--- src/rtl/gauss_exp_tail_density_macros.svh ---
// Assertion macros shared by the density pipeline RTL.
`ifndef GAUSS_EXP_TAIL_DENSITY_MACROS_SVH
`define GAUSS_EXP_TAIL_DENSITY_MACROS_SVH
`ifndef SYNTHESIS
// Check cons in the same cycle as ante
`define GEXP_ASSERT_SAME(lbl, ante, cons) \
    lbl: assert property (@(posedge clk) disable iff (!rst_n) (ante) |-> (cons)) \
        else $error("gexp: same-cycle check failed");
// Check cons in the cycle after ante
`define GEXP_ASSERT_NEXT(lbl, ante, cons) \
    lbl: assert property (@(posedge clk) disable iff (!rst_n) (ante) |=> (cons)) \
        else $error("gexp: next-cycle check failed");
`else
`define GEXP_ASSERT_SAME(lbl, ante, cons)
`define GEXP_ASSERT_NEXT(lbl, ante, cons)
`endif
`endif

--- src/rtl/gexp_pkg.sv ---
// Package: shared types, constants and exp tables of the density pipeline.
`timescale 1ns / 1ps
package gexp_pkg;

    localparam int POS_W     = 32;
    localparam int DENS_W    = 17;
    localparam int CFG_IDX_W = 2;
    localparam int MVAL_W    = 20;

    // Configuration register indexes
    localparam logic [CFG_IDX_W-1:0] REG_PEAK_MEAN  = 2'd0;
    localparam logic [CFG_IDX_W-1:0] REG_INV_WIDTH  = 2'd1;
    localparam logic [CFG_IDX_W-1:0] REG_TAIL_START = 2'd2;

    localparam logic [POS_W-1:0] INV_WIDTH_RESET = 32'h0001_0000;

    // Product saturation level and exp cutoff
    localparam logic [63:0] MUL_CAP = 64'h4000_0000_0000_0000;
    localparam logic [63:0] EXP_CAP = 64'h0000_0100_0000_0000;

    localparam logic [24:0] Q24_ONE      = 25'h100_0000;
    localparam logic [3:0]  EXP_INT_LAST = 4'd11;
    localparam logic [17:0] DIV6_MUL     = 18'd174763;
    localparam logic [25:0] ROUND_HALF   = 26'd128;
    localparam logic [DENS_W-1:0] DENS_ONE = 17'h1_0000;

    typedef struct packed {
        logic in_tail;
        logic is_one;
        logic is_zero;
    } exp_flags_t;

    typedef struct packed {
        exp_flags_t              flags;
        logic [MVAL_W-1:0]       mval;
    } exp_req_t;

    // exp(-i) in Q.24 for integer part i
    function automatic logic [24:0] exp_int(input logic [3:0] idx);
        logic [24:0] val;
        case (idx)
            4'd0:    val = 25'd16777216;
            4'd1:    val = 25'd6171993;
            4'd2:    val = 25'd2270549;
            4'd3:    val = 25'd835288;
            4'd4:    val = 25'd307285;
            4'd5:    val = 25'd113044;
            4'd6:    val = 25'd41587;
            4'd7:    val = 25'd15299;
            4'd8:    val = 25'd5628;
            4'd9:    val = 25'd2070;
            4'd10:   val = 25'd762;
            4'd11:   val = 25'd280;
            default: val = 25'd0;
        endcase
        return val;
    endfunction

    // exp(-j/8) in Q.24
    function automatic logic [24:0] exp_eighth(input logic [2:0] idx);
        logic [24:0] val;
        case (idx)
            3'd0:    val = 25'd16777216;
            3'd1:    val = 25'd14805841;
            3'd2:    val = 25'd13066109;
            3'd3:    val = 25'd11530801;
            3'd4:    val = 25'd10175896;
            3'd5:    val = 25'd8980197;
            3'd6:    val = 25'd7924996;
            default: val = 25'd6993784;
        endcase
        return val;
    endfunction

endpackage

--- src/rtl/gexp_if.sv ---


interface gexp_result_if;
    logic                          valid;
    logic                          ready;
    logic [gexp_pkg::DENS_W-1:0]   density;
    logic                          in_tail;

    modport source (output valid, output density, output in_tail, input ready);
    modport sink   (input valid, input density, input in_tail, output ready);
endinterface


--- src/rtl/gexp_exp_unit.sv ---
// Six-stage exp(-M) evaluator: tables, cubic correction, rounding, output register.
`timescale 1ns / 1ps
module gexp_exp_unit
(
    input  logic                clk,
    input  logic                rst_n,
    input  logic                in_valid,
    output logic                in_ready,
    input  gexp_pkg::exp_req_t  in_req,
    gexp_result_if.source       result
);

    logic t1_valid_reg, t2_valid_reg, t3_valid_reg;
    logic t4_valid_reg, t5_valid_reg, t6_valid_reg;
    logic t1_en, t2_en, t3_en, t4_en, t5_en, t6_en;

    gexp_pkg::exp_flags_t t1_flags_reg, t2_flags_reg, t3_flags_reg;
    gexp_pkg::exp_flags_t t4_flags_reg, t5_flags_reg;

    logic [24:0] t1_e1_reg, t2_e1_reg, t3_e1_reg, t4_e1_reg;
    logic [20:0] t1_r_reg, t2_r_reg, t3_r_reg;
    logic [17:0] t1_r2_reg, t2_r2_reg, t3_r2_reg;
    logic [14:0] t2_r3_reg;
    logic [12:0] t3_q6_reg;
    logic [24:0] t4_poly_reg;
    logic [24:0] t5_e_reg;
    logic [gexp_pkg::DENS_W-1:0] t6_dens_reg;
    logic                        t6_tail_reg;

    logic [3:0]  ip;
    logic [2:0]  jdx;
    logic [20:0] r_next;
    logic [48:0] tab_prod;
    logic [41:0] r_sq;
    logic [38:0] r_cube;
    logic [32:0] q6_prod;
    logic [25:0] poly_full;
    logic [49:0] e_prod;
    logic [25:0] e_round;
    logic [17:0] e_shift;
    logic [gexp_pkg::DENS_W-1:0] dens_next;

    // Advance a stage when it is empty or its successor moves
    assign t6_en    = !t6_valid_reg || result.ready;
    assign t5_en    = !t5_valid_reg || t6_en;
    assign t4_en    = !t4_valid_reg || t5_en;
    assign t3_en    = !t3_valid_reg || t4_en;
    assign t2_en    = !t2_valid_reg || t3_en;
    assign t1_en    = !t1_valid_reg || t2_en;
    assign in_ready = t1_en;

    always_ff @(posedge clk or negedge rst_n)
    begin
        if (!rst_n)
        begin
            t1_valid_reg <= 1'b0;
            t2_valid_reg <= 1'b0;
            t3_valid_reg <= 1'b0;
            t4_valid_reg <= 1'b0;
            t5_valid_reg <= 1'b0;
            t6_valid_reg <= 1'b0;
        end
        else
        begin
            if (t1_en) t1_valid_reg <= in_valid;
            if (t2_en) t2_valid_reg <= t1_valid_reg;
            if (t3_en) t3_valid_reg <= t2_valid_reg;
            if (t4_en) t4_valid_reg <= t3_valid_reg;
            if (t5_en) t5_valid_reg <= t4_valid_reg;
            if (t6_en) t6_valid_reg <= t5_valid_reg;
        end
    end

    // Split M into integer, eighth and remainder; look up the table product
    always_comb
    begin
        ip       = in_req.mval[19:16];
        jdx      = in_req.mval[15:13];
        r_next   = {in_req.mval[12:0], 8'b0};
        tab_prod = 49'(gexp_pkg::exp_int(ip)) * 49'(gexp_pkg::exp_eighth(jdx));
        r_sq     = 42'(r_next) * 42'(r_next);
    end

    // Cube term, division by six, polynomial and scaling
    always_comb
    begin
        r_cube    = 39'(t1_r2_reg) * 39'(t1_r_reg);
        q6_prod   = 33'(t2_r3_reg) * 33'(gexp_pkg::DIV6_MUL);
        poly_full = 26'(gexp_pkg::Q24_ONE) - 26'(t3_r_reg) + 26'(t3_r2_reg[17:1])
                    - 26'(t3_q6_reg);
        e_prod    = 50'(t4_e1_reg) * 50'(t4_poly_reg);
    end

    // Round to Q1.16 and apply the saturated cases
    always_comb
    begin
        e_round = 26'(t5_e_reg) + gexp_pkg::ROUND_HALF;
        e_shift = e_round[25:8];
        if (t5_flags_reg.is_one)
            dens_next = gexp_pkg::DENS_ONE;
        else if (t5_flags_reg.is_zero)
            dens_next = '0;
        else if (e_shift > 18'(gexp_pkg::DENS_ONE))
            dens_next = gexp_pkg::DENS_ONE;
        else
            dens_next = e_shift[16:0];
    end

    // Stage payloads
    always_ff @(posedge clk)
    begin
        if (t1_en)
        begin
            t1_flags_reg <= in_req.flags;
            t1_e1_reg    <= tab_prod[48:24];
            t1_r_reg     <= r_next;
            t1_r2_reg    <= r_sq[41:24];
        end
        if (t2_en)
        begin
            t2_flags_reg <= t1_flags_reg;
            t2_e1_reg    <= t1_e1_reg;
            t2_r_reg     <= t1_r_reg;
            t2_r2_reg    <= t1_r2_reg;
            t2_r3_reg    <= r_cube[38:24];
        end
        if (t3_en)
        begin
            t3_flags_reg <= t2_flags_reg;
            t3_e1_reg    <= t2_e1_reg;
            t3_r_reg     <= t2_r_reg;
            t3_r2_reg    <= t2_r2_reg;
            t3_q6_reg    <= q6_prod[32:20];
        end
        if (t4_en)
        begin
            t4_flags_reg <= t3_flags_reg;
            t4_e1_reg    <= t3_e1_reg;
            t4_poly_reg  <= poly_full[24:0];
        end
        if (t5_en)
        begin
            t5_flags_reg <= t4_flags_reg;
            t5_e_reg     <= e_prod[48:24];
        end
        if (t6_en)
        begin
            t6_dens_reg <= dens_next;
            t6_tail_reg <= t5_flags_reg.in_tail;
        end
    end

    assign result.valid   = t6_valid_reg;
    assign result.density = t6_dens_reg;
    assign result.in_tail = t6_tail_reg;

endmodule

--- src/flat_wrapper.sv ---
// flat-port wrapper written by rule: the top's interface ports become plain ports
module gexp_exp_unit_flat 
  (clk, rst_n, in_valid, in_ready, in_req, result_valid, result_density, result_in_tail, result_ready);
  gexp_result_if result_i ();
  input  logic clk;
  input  logic rst_n;
  input  logic in_valid;
  output logic in_ready;
  input  gexp_pkg::exp_req_t in_req;
  output wire logic [$bits(result_i.valid)-1:0] result_valid;
  output wire logic [$bits(result_i.density)-1:0] result_density;
  output wire logic [$bits(result_i.in_tail)-1:0] result_in_tail;
  input wire logic [$bits(result_i.ready)-1:0] result_ready;
  assign result_valid = result_i.valid;
  assign result_density = result_i.density;
  assign result_in_tail = result_i.in_tail;
  assign result_i.ready = result_ready;
  gexp_exp_unit u_core (.clk(clk), .rst_n(rst_n), .in_valid(in_valid), .in_ready(in_ready), .in_req(in_req), .result(result_i));
endmodule
--- config.mk ---
export PLATFORM = sky130hd
export DESIGN_NAME = gexp_exp_unit_flat
export DESIGN_NICKNAME = d
export VERILOG_FILES = /design/src/rtl/gauss_exp_tail_density_macros.svh /design/src/rtl/gexp_pkg.sv /design/src/rtl/gexp_if.sv /design/src/rtl/gexp_exp_unit.sv /design/src/flat_wrapper.sv
export SDC_FILE = /design/constraint.sdc
export NUM_CORES = 2
export LEC_CHECK = 0
export ABC_AREA = 1
export CAP_MARGIN = 30
export CORE_AREA = 5 5 525 527
export DETAILED_ROUTE_END_ITERATION = 16
export DIE_AREA = 0 0 530 532
export DONT_BUFFER_PORTS = 1
export PLACE_DENSITY = 0.46
export SKIP_LAST_GASP = 1
export SLEW_MARGIN = 10
export SYNTH_ARGS = -nofsm -noshare
export SYNTH_HDL_FRONTEND = slang
export SYNTH_SLANG_ARGS = --single-unit
--- constraint.sdc ---
create_clock -name clk -period 12.2 [get_ports clk]
set_input_delay 0.61 -clock clk [delete_from_list [all_inputs] [get_ports clk]]
set_output_delay 0.61 -clock clk [all_outputs]
set_load 0.005 [all_outputs]
-- Word level (Yosys, flattened, before mapping)
Memory sizes are Yosys's and may differ from the RTL's.
Cells that the tools add are included.
- bits in read-only memories: 368
- word-level logic and storage cells: 72
- memories kept: 1
- input port bits: 27
- bits in registers: 310
- mux-type cells: 3
- $lt $le $gt $ge: 1
- multipliers: 5
- add/subtract/negate cells: 4
- reduce and logical (&&, ||, !) cells: 14
- equal/unequal tests: 6
- memories (memory ; words ; width ; rd ports ; clocked after memory_dff ; write ports ; RTL line ; text):
    (name not given) ; 16 ; 23 ; 1 ; 0 ; 0 ; gexp_pkg.sv:41 ; case (idx)
- operators with widths (operator ; number):
    $pmux W25 S7 ; 1
    $mul A25 B25 Y49 ; 2
    $mux W17 ; 2
    $mul A15 B18 Y33 const B ; 1
    $mul A18 B13 Y31 ; 1
    $add A25 B8 Y26 const B ; 1
    $mul A13 B13 Y26 ; 1
    $add A25 B17 Y25 ; 1
    $sub A25 B13 Y25 ; 1
    $sub A25 B21 Y25 const A ; 1
    $gt A18 B17 Y1 const B ; 1
    $eq A3 B3 Y1 const B ; 3
    $eq A3 B2 Y1 const B ; 2
    $logic_not A1 Y1 ; 6
    $logic_or A1 B1 Y1 ; 6
    $eq A3 B1 Y1 const B ; 1
    $logic_not A3 Y1 ; 1
    $reduce_or A3 Y1 ; 1

-- Longest topological paths before layout
- depth in word-level cells: 7
- depth in mapped cells: 37
- mapped depth without buffers: 36

-- Worst setup path before layout
No wires, ideal clock.
- path type: input to register
- start: in in_req[17] (netlist name)
- end: reg u_core.t1_e1_reg[23], data pin
- arrival: 6.929 ns
- data required time: 11.948 ns
- buffers on the path: 1
- stages: 32
- setup time: 0.252 ns
- setup slack: 5.019 ns
- cells stage by stage: inv_1 -> ha_1 -> inv_1 -> nand2_1 -> o21ai_1 -> inv_1 -> clkbuf_1 -> nand2_1 -> fa_1 -> fa_1 -> inv_1 -> fa_1 -> inv_1 -> fa_1 -> inv_1 -> fa_1 -> fa_1 -> inv_1 -> fa_1 -> inv_1 -> ha_1 -> nand2_1 -> nand2_1 -> a31oi_1 -> o21ai_0 -> nand2_1 -> inv_1 -> or2_2 -> a21oi_1 -> nand2_1 -> nand2_1 -> nand2_1
- word-level cells in the longest chain between the ends: 2
- ends and longest elaborated chain (what ; RTL line ; text):
    start: declaration ; flat_wrapper.sv:9 ; input gexp_pkg::exp_req_t in_req;
    $mem_v2 Z16 W23 ; -- ;
    $mul A25 B25 Y49 ; gexp_exp_unit.sv:80 ; tab_prod = 49'(gexp_pkg::exp_int(ip)) * 49'(gexp_pkg::exp_eighth(jdx));
    named net u_core.tab_prod[47] ; gexp_exp_unit.sv:33 ; logic [48:0] tab_prod;
    end signal: assignment ; gexp_exp_unit.sv:115 ; t1_e1_reg <= tab_prod[48:24];
    end: declaration ; gexp_exp_unit.sv:20 ; logic [24:0] t1_e1_reg, t2_e1_reg, t3_e1_reg, t4_e1_reg;
The timed path passes the listed nets, and every way through them passes these cells.
A chain may end at the register's enable or synchronous reset.

-- Worst setup path after layout
- start: in in_req[15] (netlist name)
- end: reg u_core.t1_e1_reg[10], data pin
- word-level cells in the longest chain between the ends: 3
- elaborated cells on any way between the ends: 9
- classes of those cells: mul (1); eq/ne (6); mux (1); reduce/logical (1)
- ends and longest elaborated chain (what ; RTL line ; text):
    $eq A3 B3 Y1, or another cell as far along ; gexp_pkg.sv:62 ; case (idx)
    $pmux W25 S7 * ; gexp_pkg.sv:62 ;
    $mul A25 B25 Y49 * ; gexp_exp_unit.sv:80 ;
    named net u_core.tab_prod[34] ; gexp_exp_unit.sv:33 ;
The timed path passes the listed nets; every way through them passes the cells marked *.

==> results_dict.tcl <==
set metrics [dict create \
    ys.flop_type "edfxtp_1" \
    grt_start_max_net_pins 62 \
    drive_gt1_share_pct 2.99 \
    drc 0 \
    seq_area_um2 9010 \
    grt_usage_pct 14.1 \
    path_delay_family "adder cells" \
    avgSynthCellArea_um2 8.50 \
    htreeDepth 2 \
    coreArea_um2 270000 \
    ios 47 \
    initialDrtViolationCount 2693 \
    critPathCaptureType "flop" \
    wl_per_cell_um 17.4 \
    synth_mux_area_share_pct 0 \
    synth.largest_area_cell "fa_1" \
    synth_cells 7908 \
    multi_input_area_um2 48700 \
    slew_viol_final 0 \
    area.growth.synth_to_final_pct 8.36 \
    cp.buffers_inverters 10 \
    cp_slowest_stage_delay_ps 710 \
    ys_seq_elements 301 \
    synth-edff-count 295 \
    ant_nets 0 \
    vias 49200 \
    synth_cell_types 49 \
    cts_buffers 43 \
    firstDrtPassIters 6 \
    maxCapViolCount 0 \
    die_area_um2 282000 \
    ys_warn_count 0 \
    initial_core_util_pct 24.9 \
    critPathMostFrequentCell "inv_1" \
    async_reset_ff_share_pct 1.99 \
    rsz0062_at_grt "no" \
    fin_tns_setup_ps 0 \
    hp-class "in -> reg" \
    rows 191 \
    yosys.area_share.adder_pct 52.1 \
    tightest_slew_ps 1010 \
    drt_wl_total_um 198000 \
    clk_path_buf_depth 3 \
    grt_pass1_wl_um 314000 \
    place_area_um2 71300 \
    cp.depth 30 \
    die_h_um 532 \
    clk_latency_ps 620 \
    slew-limit-headroom_pct 32.6 \
    gp_congestion 0.904 \
    synthTopCellsByArea "fa_1 (39%), edfxtp_1 (13%), ha_1 (13%)" \
    syn_area_um2 67200 \
    synth_top_family_by_area "adder cells" \
    fill_cells 29200 \
    clkTransAtPathRegs_ps 60 \
    die_w_um 530 \
    status "complete, no violations" \
    num_antenna_cells 0 \
    clock_skew_ps 42.2 \
    cts-resized-gates 0 \
    design_area_um2 72900 \
    antenna_found_initial 1 \
    synthXorXnorAreaFrac_pct 1.65 \
    routed_via_density 4.32 \
    first_global_vias 53700 \
    whs_path_depth 0 \
    critical_path_class "in -> reg" \
    gr-total-overflow 0 \
    yosysSeqAreaShare_pct 13.4 \
    netlist.area_leader.share_pct 39.4 \
    portBuffers 0 \
    synth_compound_area_share_pct 4.13 \
    nets 9816 \
    postCtsSetupRepairBufs 0 \
    setup_violations 0 \
    final-hold-violation-count 0 \
    worstPathMaxFanout 16 \
    fmax_ghz 0.117 \
    period_share_pct 70.1 \
    reg2regPathDepth 22 \
    cts-root-buf "clkbuf_16" \
    cts_sinks 301 \
    start_kind "primary input" \
    worstPathArrival_ps 8900 \
    cp.required_ps 12550 \
    synth-simple-area-share_pct 14.5 \
    worst_path_max_delay_cell "nand2_1" \
    hpwlAfterDp_um 163000 \
    fin_crit_ps 8550 \
    syn_nets 9942 \
    tritoncts "built" \
]
[placed cells by master, fill, tap and decap left out, types with 6 or more instances in the layout]
cell,Yosys,layout
nand3_1,86,86
nand2_1,1680,1679
clkinv_1,6,9
a211oi_1,7,7
o21a_1,10,10
nor2_4,6,6
nand4_1,36,36
dfrtp_1,6,6
o21ai_0,141,141
o211ai_1,10,10
a31oi_1,41,41
a21oi_1,212,212
clkbuf_16,0,43
clkinvlp_4,0,6
a21boi_0,7,7
nor2_2,14,14
nor3_1,52,51
ha_1,684,684
inv_1,2246,2243
clkinv_2,0,7
xor2_1,85,85
inv_2,12,15
edfxtp_1,295,295
o21bai_1,22,22
xnor2_1,38,38
nor4_1,24,24
a21o_1,25,25
fa_1,1323,1323
nand2_2,14,14
clkbuf_1,240,6
nor2_1,520,520
buf_4,1,82
[Yosys cell counts (5+ instances only)]
cell type	number
inv_1	2246
nand2_1	1680
fa_1	1323
ha_1	684
nor2_1	520
edfxtp_1	295
clkbuf_1	240
a21oi_1	212
o21ai_0	141
nand3_1	86
xor2_1	85
nor3_1	52
a31oi_1	41
xnor2_1	38
nand4_1	36
a21o_1	25
nor4_1	24
o21bai_1	22
buf_2	14
nand2_2	14
nor2_2	14
inv_2	12
o211ai_1	10
o21a_1	10
a211oi_1	7
a21boi_0	7
clkinv_1	6
dfrtp_1	6
nor2_4	6
nand3_2	5
nand3b_1	5
or2_2	5
[final timing paths]
path	startpoint	end	slack, ps
max reg2reg	u_core.t4_poly_reg[12]	u_core.t5_e_reg[19]	4890
min in group asynchronous	rst_n	u_core.t2_valid_reg	400
min	in_req[2]	u_core.t1_r_reg[10]	90
max	in_req[15]	u_core.t1_e1_reg[10]	3650
max in group asynchronous	rst_n	u_core.result.valid	11430
min reg2reg	u_core.t3_flags_reg[1]	u_core.t4_flags_reg[1]	400
[area by class of cell]
class                      count  area share (%)
multi-input combinational   5082            66.9
timing repair buffer          89            1.00
sequential                   301            12.4
inverter                    2265            11.7
tap                         3570            6.13
clock buffer                  49            1.51
clock inverter                31           0.457
[worst register-to-register path, cell delays in order, from the launching register on]
cell and delay [ps]:
edfxtp_1 1010, buf_4 380, nand2_1 100, fa_1 510
inv_1 60, fa_1 530, inv_1 60, fa_1 480
fa_1 580, fa_1 450, fa_1 490, inv_1 50
fa_1 510, ha_1 370, a21o_1 220, a31oi_1 150
inv_1 80, a21oi_1 290, o21ai_0 270, a21oi_1 250
nand2_1 80, nand2_1 60, nand2_1 70
[stage by stage]
step                      hold slack, ps  util (%)  cells  setup WS [ps]
after global routing                47.2      27.0  11400           3330
after floorplan                      314         -   7908           5020
after detailed placement             315      26.4  11300           3150
after CTS                           27.9      26.9  11400           3820
after global placement               315      26.4  11300           3220
final                               87.3      27.0  11400           3650
[what timing repair did]
item                                    in CTS  in global routing
hold buffers                                 1                  0
hold endpoints to repair                     6                  0
endpoints found under the setup margin       0                  0
[routing by layer]
layer	global-route usage [%]	up-vias	part of all wire, %
met5	0	-	0
met1	19.7	24900	46
met4	2.73	0	2.3
met2	23.8	1171	47
li1	-	22900	-
met3	1.53	238	4.5
[kinds of logic (layout without fill, tap and decap cells)]
| family | after synthesis | count (layout) |
|---|---|---|
| buffers and inverters | 2525 | 2434 |
| AND/OR/NAND/NOR | 2457 | 2457 |
| adder cells (fa/ha/maj) | 2007 | 2007 |
| XOR/XNOR | 125 | 125 |
| AO/OA/AOI/OAI | 493 | 493 |
| flip-flops | 301 | 301 |
Power is left out: the tool's default activity adds up to more than one toggle a clock period on the data nets, which glitch-free logic cannot reach.
